### config.mk
export PLATFORM = sky130hd
export DESIGN_NAME = keyboard_scancode_to_ascii_buffer
export DESIGN_NICKNAME = d
export VERILOG_FILES = /design/src/sv/ksab_pkg.sv /design/src/sv/keyboard_scancode_to_ascii_buffer.sv /design/src/sv/ksab_ram.sv
export SDC_FILE = /design/constraint.sdc
export NUM_CORES = 2
export LEC_CHECK = 0
export BUFFER_PORTS_ARGS = -buffer_cell sky130_fd_sc_hd__buf_4
export CORE_ASPECT_RATIO = 1.2
export CORE_MARGIN = 8
export CORE_UTILIZATION = 38
export DETAILED_ROUTE_END_ITERATION = 10
export PLACE_DENSITY_LB_ADDON = 0.15
export SLEW_MARGIN = 10
export SYNTH_ARGS = -nofsm -noshare
export SYNTH_HDL_FRONTEND = slang
export SYNTH_HIERARCHICAL = 1
export SYNTH_SLANG_ARGS = --single-unit
### constraint.sdc
create_clock -name clock -period 13.15 [get_ports clock]
set_input_delay 2.63 -clock clock [delete_from_list [all_inputs] [get_ports clock]]
set_output_delay 2.63 -clock clock [all_outputs]
set_load 0.01 [all_outputs]
### src/sv/ksab_pkg.sv
`timescale 1ns / 1ps
`default_nettype none

package ksab_pkg;

   // Request kinds carried on the input tuser.
   typedef enum logic {
      REQ_SCAN = 1'b0,
      REQ_POP  = 1'b1
   } req_kind_type;

   // Result status codes.
   typedef enum logic [1:0] {
      STATUS_OK    = 2'd0,
      STATUS_FULL  = 2'd1,
      STATUS_EMPTY = 2'd2
   } status_type;

   // Shift key make and break codes.
   localparam logic [7:0] LSHIFT_MAKE  = 8'h2A;
   localparam logic [7:0] LSHIFT_BREAK = 8'hAA;
   localparam logic [7:0] RSHIFT_MAKE  = 8'h36;
   localparam logic [7:0] RSHIFT_BREAK = 8'hB6;

   localparam logic [7:0] LAST_KEY_CODE   = 8'd57;
   localparam logic [7:0] DIGIT_ROW_END   = 8'd14;
   localparam logic [6:0] CASE_OFFSET     = 7'd32;

   localparam logic [6:0] CH_ESC   = 7'h1B;
   localparam logic [6:0] CH_BS    = 7'h08;
   localparam logic [6:0] CH_ENTER = 7'h0A;

   // Unshifted character of each key; zero for keys with no character.
   function automatic logic [6:0] plain_char(input logic [7:0] code);
      logic [6:0] c;
      case (code)
         8'd1:  c = CH_ESC;
         8'd2:  c = 7'("1");
         8'd3:  c = 7'("2");
         8'd4:  c = 7'("3");
         8'd5:  c = 7'("4");
         8'd6:  c = 7'("5");
         8'd7:  c = 7'("6");
         8'd8:  c = 7'("7");
         8'd9:  c = 7'("8");
         8'd10: c = 7'("9");
         8'd11: c = 7'("0");
         8'd12: c = 7'("-");
         8'd13: c = 7'("=");
         8'd14: c = CH_BS;
         8'd16: c = 7'("q");
         8'd17: c = 7'("w");
         8'd18: c = 7'("e");
         8'd19: c = 7'("r");
         8'd20: c = 7'("t");
         8'd21: c = 7'("y");
         8'd22: c = 7'("u");
         8'd23: c = 7'("i");
         8'd24: c = 7'("o");
         8'd25: c = 7'("p");
         8'd26: c = 7'("[");
         8'd27: c = 7'("]");
         8'd28: c = CH_ENTER;
         8'd30: c = 7'("a");
         8'd31: c = 7'("s");
         8'd32: c = 7'("d");
         8'd33: c = 7'("f");
         8'd34: c = 7'("g");
         8'd35: c = 7'("h");
         8'd36: c = 7'("j");
         8'd37: c = 7'("k");
         8'd38: c = 7'("l");
         8'd39: c = 7'(";");
         8'd40: c = 7'h27;
         8'd41: c = 7'h60;
         8'd43: c = 7'h5C;
         8'd44: c = 7'("z");
         8'd45: c = 7'("x");
         8'd46: c = 7'("c");
         8'd47: c = 7'("v");
         8'd48: c = 7'("b");
         8'd49: c = 7'("n");
         8'd50: c = 7'("m");
         8'd51: c = 7'(",");
         8'd52: c = 7'(".");
         8'd53: c = 7'("/");
         8'd55: c = 7'("*");
         8'd57: c = 7'(" ");
         default: c = 7'd0;
      endcase
      return c;
   endfunction

   // Shifted symbols of the digit row.
   function automatic logic [6:0] digit_row_shifted(input logic [3:0] code);
      logic [6:0] c;
      case (code)
         4'd1:  c = CH_ESC;
         4'd2:  c = 7'("!");
         4'd3:  c = 7'("@");
         4'd4:  c = 7'("#");
         4'd5:  c = 7'("$");
         4'd6:  c = 7'("%");
         4'd7:  c = 7'("^");
         4'd8:  c = 7'("&");
         4'd9:  c = 7'("*");
         4'd10: c = 7'("(");
         4'd11: c = 7'(")");
         4'd12: c = 7'("_");
         4'd13: c = 7'("+");
         default: c = 7'd0;
      endcase
      return c;
   endfunction

   // Full translation of one scan code, with or without shift held.
   function automatic logic [6:0] translate_code(input logic [7:0] code,
                                                 input logic       shifted);
      logic [6:0] plain;
      logic [6:0] c;
      plain = plain_char(code);
      if (!shifted || code > LAST_KEY_CODE) begin
         c = plain;
      end else begin
         case (code)
            8'd26:   c = 7'("{");
            8'd27:   c = 7'("}");
            8'd39:   c = 7'(":");
            8'd40:   c = 7'h22;
            8'd41:   c = 7'("~");
            8'd43:   c = 7'("|");
            8'd51:   c = 7'("<");
            8'd52:   c = 7'(">");
            8'd53:   c = 7'("?");
            default: begin
               if (code < DIGIT_ROW_END) begin
                  c = digit_row_shifted(code[3:0]);
               end else if (plain >= 7'("a") && plain <= 7'("z")) begin
                  c = plain - CASE_OFFSET;
               end else begin
                  c = plain;
               end
            end
         endcase
      end
      return c;
   endfunction

endpackage

`default_nettype wire

### src/sv/keyboard_scancode_to_ascii_buffer.sv
`timescale 1ns / 1ps
`default_nettype none

// Translates scan code set 1 bytes to ASCII and keeps the characters on a
// last-in-first-out store of BUFFER_DEPTH entries. Each input transfer is
// either a scan byte (req_tuser low) or a pop of the newest character
// (req_tuser high), and produces exactly one result transfer. The block
// takes one transfer per clock while the result side does not stall it, and
// each input passes through an input register, then the translation table
// and stack update in front of the result register. The newest character
// sits in a register and the entries below it in a RAM with one write and
// one registered read port; the entry under the top is read ahead every
// cycle, which is what lets pops follow each other in consecutive cycles.
// The store needs no clearing after reset; the block is ready at once.
module keyboard_scancode_to_ascii_buffer #(
   parameter int BUFFER_DEPTH = 256
) (
   input  wire logic clock,
   input  wire logic reset,

   input  wire logic       req_tvalid,
   output logic            req_tready,
   input  wire logic [7:0] req_tdata,   // [7:0] scan_byte
   input  wire logic       req_tuser,   // [0] req_type

   output logic rsp_tvalid,
   input  wire logic rsp_tready,
   // [6:0] char_code, [7] char_valid, [CW+7:8] stored_count,
   // [CW+9:CW+8] status, zero fill above
   output logic [((10 + $clog2(BUFFER_DEPTH + 1) + 7) / 8) * 8 - 1:0] rsp_tdata
);

   localparam int AW = $clog2(BUFFER_DEPTH);
   localparam int CW = $clog2(BUFFER_DEPTH + 1);
   localparam int RW = ((10 + CW + 7) / 8) * 8;

   // Input register.
   logic       in_valid_ff;
   logic       in_type_ff;
   logic [7:0] in_byte_ff;

   // Result register.
   logic                   rsp_valid_ff;
   logic [6:0]             rsp_char_ff;
   logic                   rsp_cvalid_ff;
   logic [CW-1:0]          rsp_count_ff;
   ksab_pkg::status_type   rsp_status_ff;

   // Keyboard and stack state.
   logic          lshift_ff, lshift_in;
   logic          rshift_ff, rshift_in;
   logic [CW-1:0] count_ff, count_in;
   logic [6:0]    top_ff, top_in;

   // Item results.
   logic [6:0]           item_char;
   logic                 item_cvalid;
   ksab_pkg::status_type item_status;
   logic [6:0]           xlat_char;

   // Store port signals.
   logic          wr_en;
   logic [CW-1:0] rd_ptr;
   logic [6:0]    rd_data;

   logic advance;

   // The item in the input register moves on when the result slot is free.
   assign advance    = in_valid_ff && (!rsp_valid_ff || rsp_tready);
   assign req_tready = !in_valid_ff || advance;

   always_ff @(posedge clock) begin
      if (reset) begin
         in_valid_ff <= 1'b0;
      end else if (req_tready) begin
         in_valid_ff <= req_tvalid;
      end
      if (req_tready && req_tvalid) begin
         in_type_ff <= req_tuser;
         in_byte_ff <= req_tdata;
      end
   end

   assign xlat_char = ksab_pkg::translate_code(in_byte_ff, lshift_ff | rshift_ff);

   // Per-item decode: shift tracking, translation, push and pop.
   always_comb begin
      lshift_in   = lshift_ff;
      rshift_in   = rshift_ff;
      count_in    = count_ff;
      top_in      = top_ff;
      item_char   = 7'd0;
      item_cvalid = 1'b0;
      item_status = ksab_pkg::STATUS_OK;
      wr_en       = 1'b0;
      if (advance) begin
         if (in_type_ff == ksab_pkg::REQ_POP) begin
            if (count_ff != '0) begin
               item_char   = top_ff;
               item_cvalid = 1'b1;
               count_in    = count_ff - CW'(1);
               top_in      = rd_data;
            end else begin
               item_status = ksab_pkg::STATUS_EMPTY;
            end
         end else if (in_byte_ff == ksab_pkg::LSHIFT_MAKE) begin
            lshift_in = 1'b1;
         end else if (in_byte_ff == ksab_pkg::LSHIFT_BREAK) begin
            lshift_in = 1'b0;
         end else if (in_byte_ff == ksab_pkg::RSHIFT_MAKE) begin
            rshift_in = 1'b1;
         end else if (in_byte_ff == ksab_pkg::RSHIFT_BREAK) begin
            rshift_in = 1'b0;
         end else if (xlat_char != 7'd0) begin
            item_char   = xlat_char;
            item_cvalid = 1'b1;
            if (count_ff < CW'(BUFFER_DEPTH)) begin
               wr_en    = 1'b1;
               count_in = count_ff + CW'(1);
               top_in   = xlat_char;
            end else begin
               item_status = ksab_pkg::STATUS_FULL;
            end
         end
      end
   end

   // Read ahead the entry just below the next top of stack.
   assign rd_ptr = count_in - CW'(2);

   ksab_ram #(
      .WIDTH (7),
      .DEPTH (BUFFER_DEPTH)
   ) u_store (
      .clock   (clock),
      .wr_en   (wr_en),
      .wr_addr (count_ff[AW-1:0]),
      .wr_data (xlat_char),
      .rd_addr (rd_ptr[AW-1:0]),
      .rd_data (rd_data)
   );

   always_ff @(posedge clock) begin
      if (reset) begin
         lshift_ff <= 1'b0;
         rshift_ff <= 1'b0;
         count_ff  <= '0;
      end else begin
         lshift_ff <= lshift_in;
         rshift_ff <= rshift_in;
         count_ff  <= count_in;
      end
      top_ff <= top_in;
   end

   // Result register.
   always_ff @(posedge clock) begin
      if (reset) begin
         rsp_valid_ff <= 1'b0;
      end else if (advance) begin
         rsp_valid_ff <= 1'b1;
      end else if (rsp_tready) begin
         rsp_valid_ff <= 1'b0;
      end
      if (advance) begin
         rsp_char_ff   <= item_char;
         rsp_cvalid_ff <= item_cvalid;
         rsp_count_ff  <= count_in;
         rsp_status_ff <= item_status;
      end
   end

   assign rsp_tvalid = rsp_valid_ff;
   assign rsp_tdata  = RW'({rsp_status_ff, rsp_count_ff, rsp_cvalid_ff, rsp_char_ff});

endmodule

`default_nettype wire

### src/sv/ksab_ram.sv
`timescale 1ns / 1ps
`default_nettype none

// Simple dual-port RAM: one write port, one read port with registered data.
module ksab_ram #(
   parameter int WIDTH = 8,
   parameter int DEPTH = 256
) (
   input  wire logic                     clock,
   input  wire logic                     wr_en,
   input  wire logic [$clog2(DEPTH)-1:0] wr_addr,
   input  wire logic [WIDTH-1:0]         wr_data,
   input  wire logic [$clog2(DEPTH)-1:0] rd_addr,
   output logic      [WIDTH-1:0]         rd_data
);

   logic [WIDTH-1:0] mem_ff [DEPTH];

   // Write and registered read.
   always_ff @(posedge clock) begin
      if (wr_en) begin
         mem_ff[wr_addr] <= wr_data;
      end
      rd_data <= mem_ff[rd_addr];
   end

endmodule

`default_nettype wire

==> metrics <==
#FFs+latches synth 1861; DIE WIDTH 420 µm; async set-reset flop share out of synthesis 0; Synth Flop Type edfxtp_1; post-CTS sizing 0; CP required 13830 ps; HPWL Detailed about 120 mm; share of post-route cells with drive strength above 1 0.202; nets@finish around 3900; CP endpoint kind flop; DP Worst Slack 3880 ps; DR vias about 37000; Final Hold Viols 0; Power Dens Cells 194 mW/mm²; Post-synth EDFFs 1827; synth-to-layout area growth 11.7%; vias in the first global route about 38000; Routed WL per cell just under 30 µm; Longest Clk Path Bufs 3; Starting Density 0.381; CTS root buf clkbuf_16; top cell type by total area after synthesis edfxtp_1; Mapped Cells ~3900; hold_ws 516 ps; global route overflow 0; largest net degree at the start of global routing 188; status finished clean; H-Tree Depth 4; slew margin rel. 0.0570; top cells by area, synth edfxtp_1, mux4_2, mux2i_1; yosys synthesis warning count 6; CP arrival roughly 9500 ps; Netlist Area Pre-Place around 0.074 mm²; CTS tree yes; core area ~0.20 mm²; gr usage total 0.185; Final Slew Violations 0; cell with the most instances after synthesis edfxtp_1; crit path kind reg2reg; launch point of the worst path in_byte_ff[7]; Total Die Area about 0.21 mm²; worst vdd ir ~140 µV; Final period util 0.674; row cnt between 150 and 200; Max Cap Viol 0; Num CTS Buffers 182; I/O pin total 39; via/cell ratio about 5.6; Clk pin slew, worst setup/hold paths 60 ps; DIE HEIGHT 501 µm; worst slew pin tran 1410 ps; post-route ant nets 0; Final Cell Area between 0.08 and 0.09 mm²; DR iter-0 viols 3841; Post-Route WL between 150 and 200 mm; reg2reg start in_byte_ff[7]; FMAX 113 MHz; hold path startpoint in_valid_ff; Hold Buf Count CTS 0; DR DRC count 0; area share of the largest cell type after synthesis 0.737; CTS sink count about 1900; syn_area_per_cell between 15 and 20 µm²; Setup Fix Bufs, Post-CTS 0; sequential cell area fraction in the yosys report 0.746; count of cell types in the netlist 96; Clock Skews around 40 ps; min cycle time layout around 8900 ps; worst-skew pair later-pin latency ~830 ps; Leak Pwr ~26 nW; HP Class reg2reg; first-pass GRT wire length approximately 280 mm; DR pass1 iterations 7; placed inst area a little under 0.08 mm²; most frequent cells after synthesis edfxtp_1, mux4_2, nor2_1; worst setup margin between 4000 and 5000 ps; kind of start point of the critical path flop; setup violation total in the final timing report 0; port buffer count 33; crit-path max FO 81; RSZ-0062 raised after global routing false; routability congestion estimate 0.819; Setup TNS 0 ps; antenna violations before repair 11
==> layout make-up <==
type                       count  area (µm²)
antenna                        2        5.00
clock buffer                 231        4880
clock inverter                99         975
fill                       17016      112000
inverter                      21         116
multi-input combinational   1738       17400
sequential                  1861       55500
tap                         2610        3270
timing repair buffer         108         923
==> per-stage QoR <==
| step | util | instances | power (mW) |
|---|---|---|---|
| floorplan | - | 3856 | 9.48 |
| global placement | 0.395 | 6338 | 11.1 |
| detailed placement | 0.395 | 6338 | 11.1 |
| CTS | 0.425 | 6668 | 16.3 |
| global route | 0.425 | 6669 | 16.7 |
| finish | 0.425 | 6670 | 16.1 |
==> layer usage <==
metal,routed length [µm],track usage,up-vias
met4,6220,0.0591,0
met3,9350,0.0240,285
met2,99400,0.315,1062
li1,-,-,15944
met5,0,0,-
met1,83100,0.247,20047
==> worst paths after layout <==
kind,to,slack [ps],depth (start not counted)
max,u_store/rd_data[1],4290,23
min,rsp_tvalid,520,2
min reg2reg,rsp_tvalid,520,2
max reg2reg,u_store/rd_data[1],4290,23
==> worst max-delay path, stage by stage, from the launching register on <==
cell and delay, ps:
edfxtp_1 430, nor2_1 610, and2_1 250, ha_1 170, nand3_1 80, a311oi_1 440
o311a_1 240, nor3_1 70, o21ai_4 130, buf_4 690, and4bb_4 340, a21oi_4 230
mux2_1 360, o21ai_2 380, inv_8 320, ha_1 430, inv_4 520, buf_4 710
mux4_2 410, a22o_1 240, a221oi_1 520, o22ai_1 180, nor3_1 770, nor4_1 80
==> layout by cell type (no fill, tap or decap), types with 44 or more instances in the layout <==
master	instances
a22oi_1	62
a21oi_1	80
edfxtp_1	1827
o22ai_1	71
mux2i_1	162
clkbuf_16	185
nand3_1	44
nor2_1	342
nand2_1	121
mux4_2	380
buf_4	99
nor3_1	46
==> registers in the layout, summed over array words and instances (netlist names), named ones only <==
signal,count
top_ff,7
in_valid_ff,1
rsp_char_ff,7
rsp_tvalid,1
in_byte_ff,8
u_store/mem_ff,1792
rsp_cvalid_ff,1
in_type_ff,1
count_ff,9
rshift_ff,1
rsp_status_ff,2
rsp_count_ff,9
u_store/rd_data,7
lshift_ff,1
==> logic make-up after synthesis <==
group           share of synthesized area
compound gates                     0.0416
xor+xnor                          0.00106
fa+ha+maj                         0.00235
buf+inv                            0.0218
flops                               0.746
mux                                 0.142
other cells                     0.0000504
simple gates                       0.0452
==> report_power, final <==
part / total [mW] / switching, mW / internal [mW]
Clock: 5.18 / 2.22 / 2.96
Combinational: 4.30 / 2.84 / 1.46
Sequential: 6.66 / 0.0695 / 6.59
Total: 16.1 / 5.13 / 11.0
(Power assumes the default switching activity.)
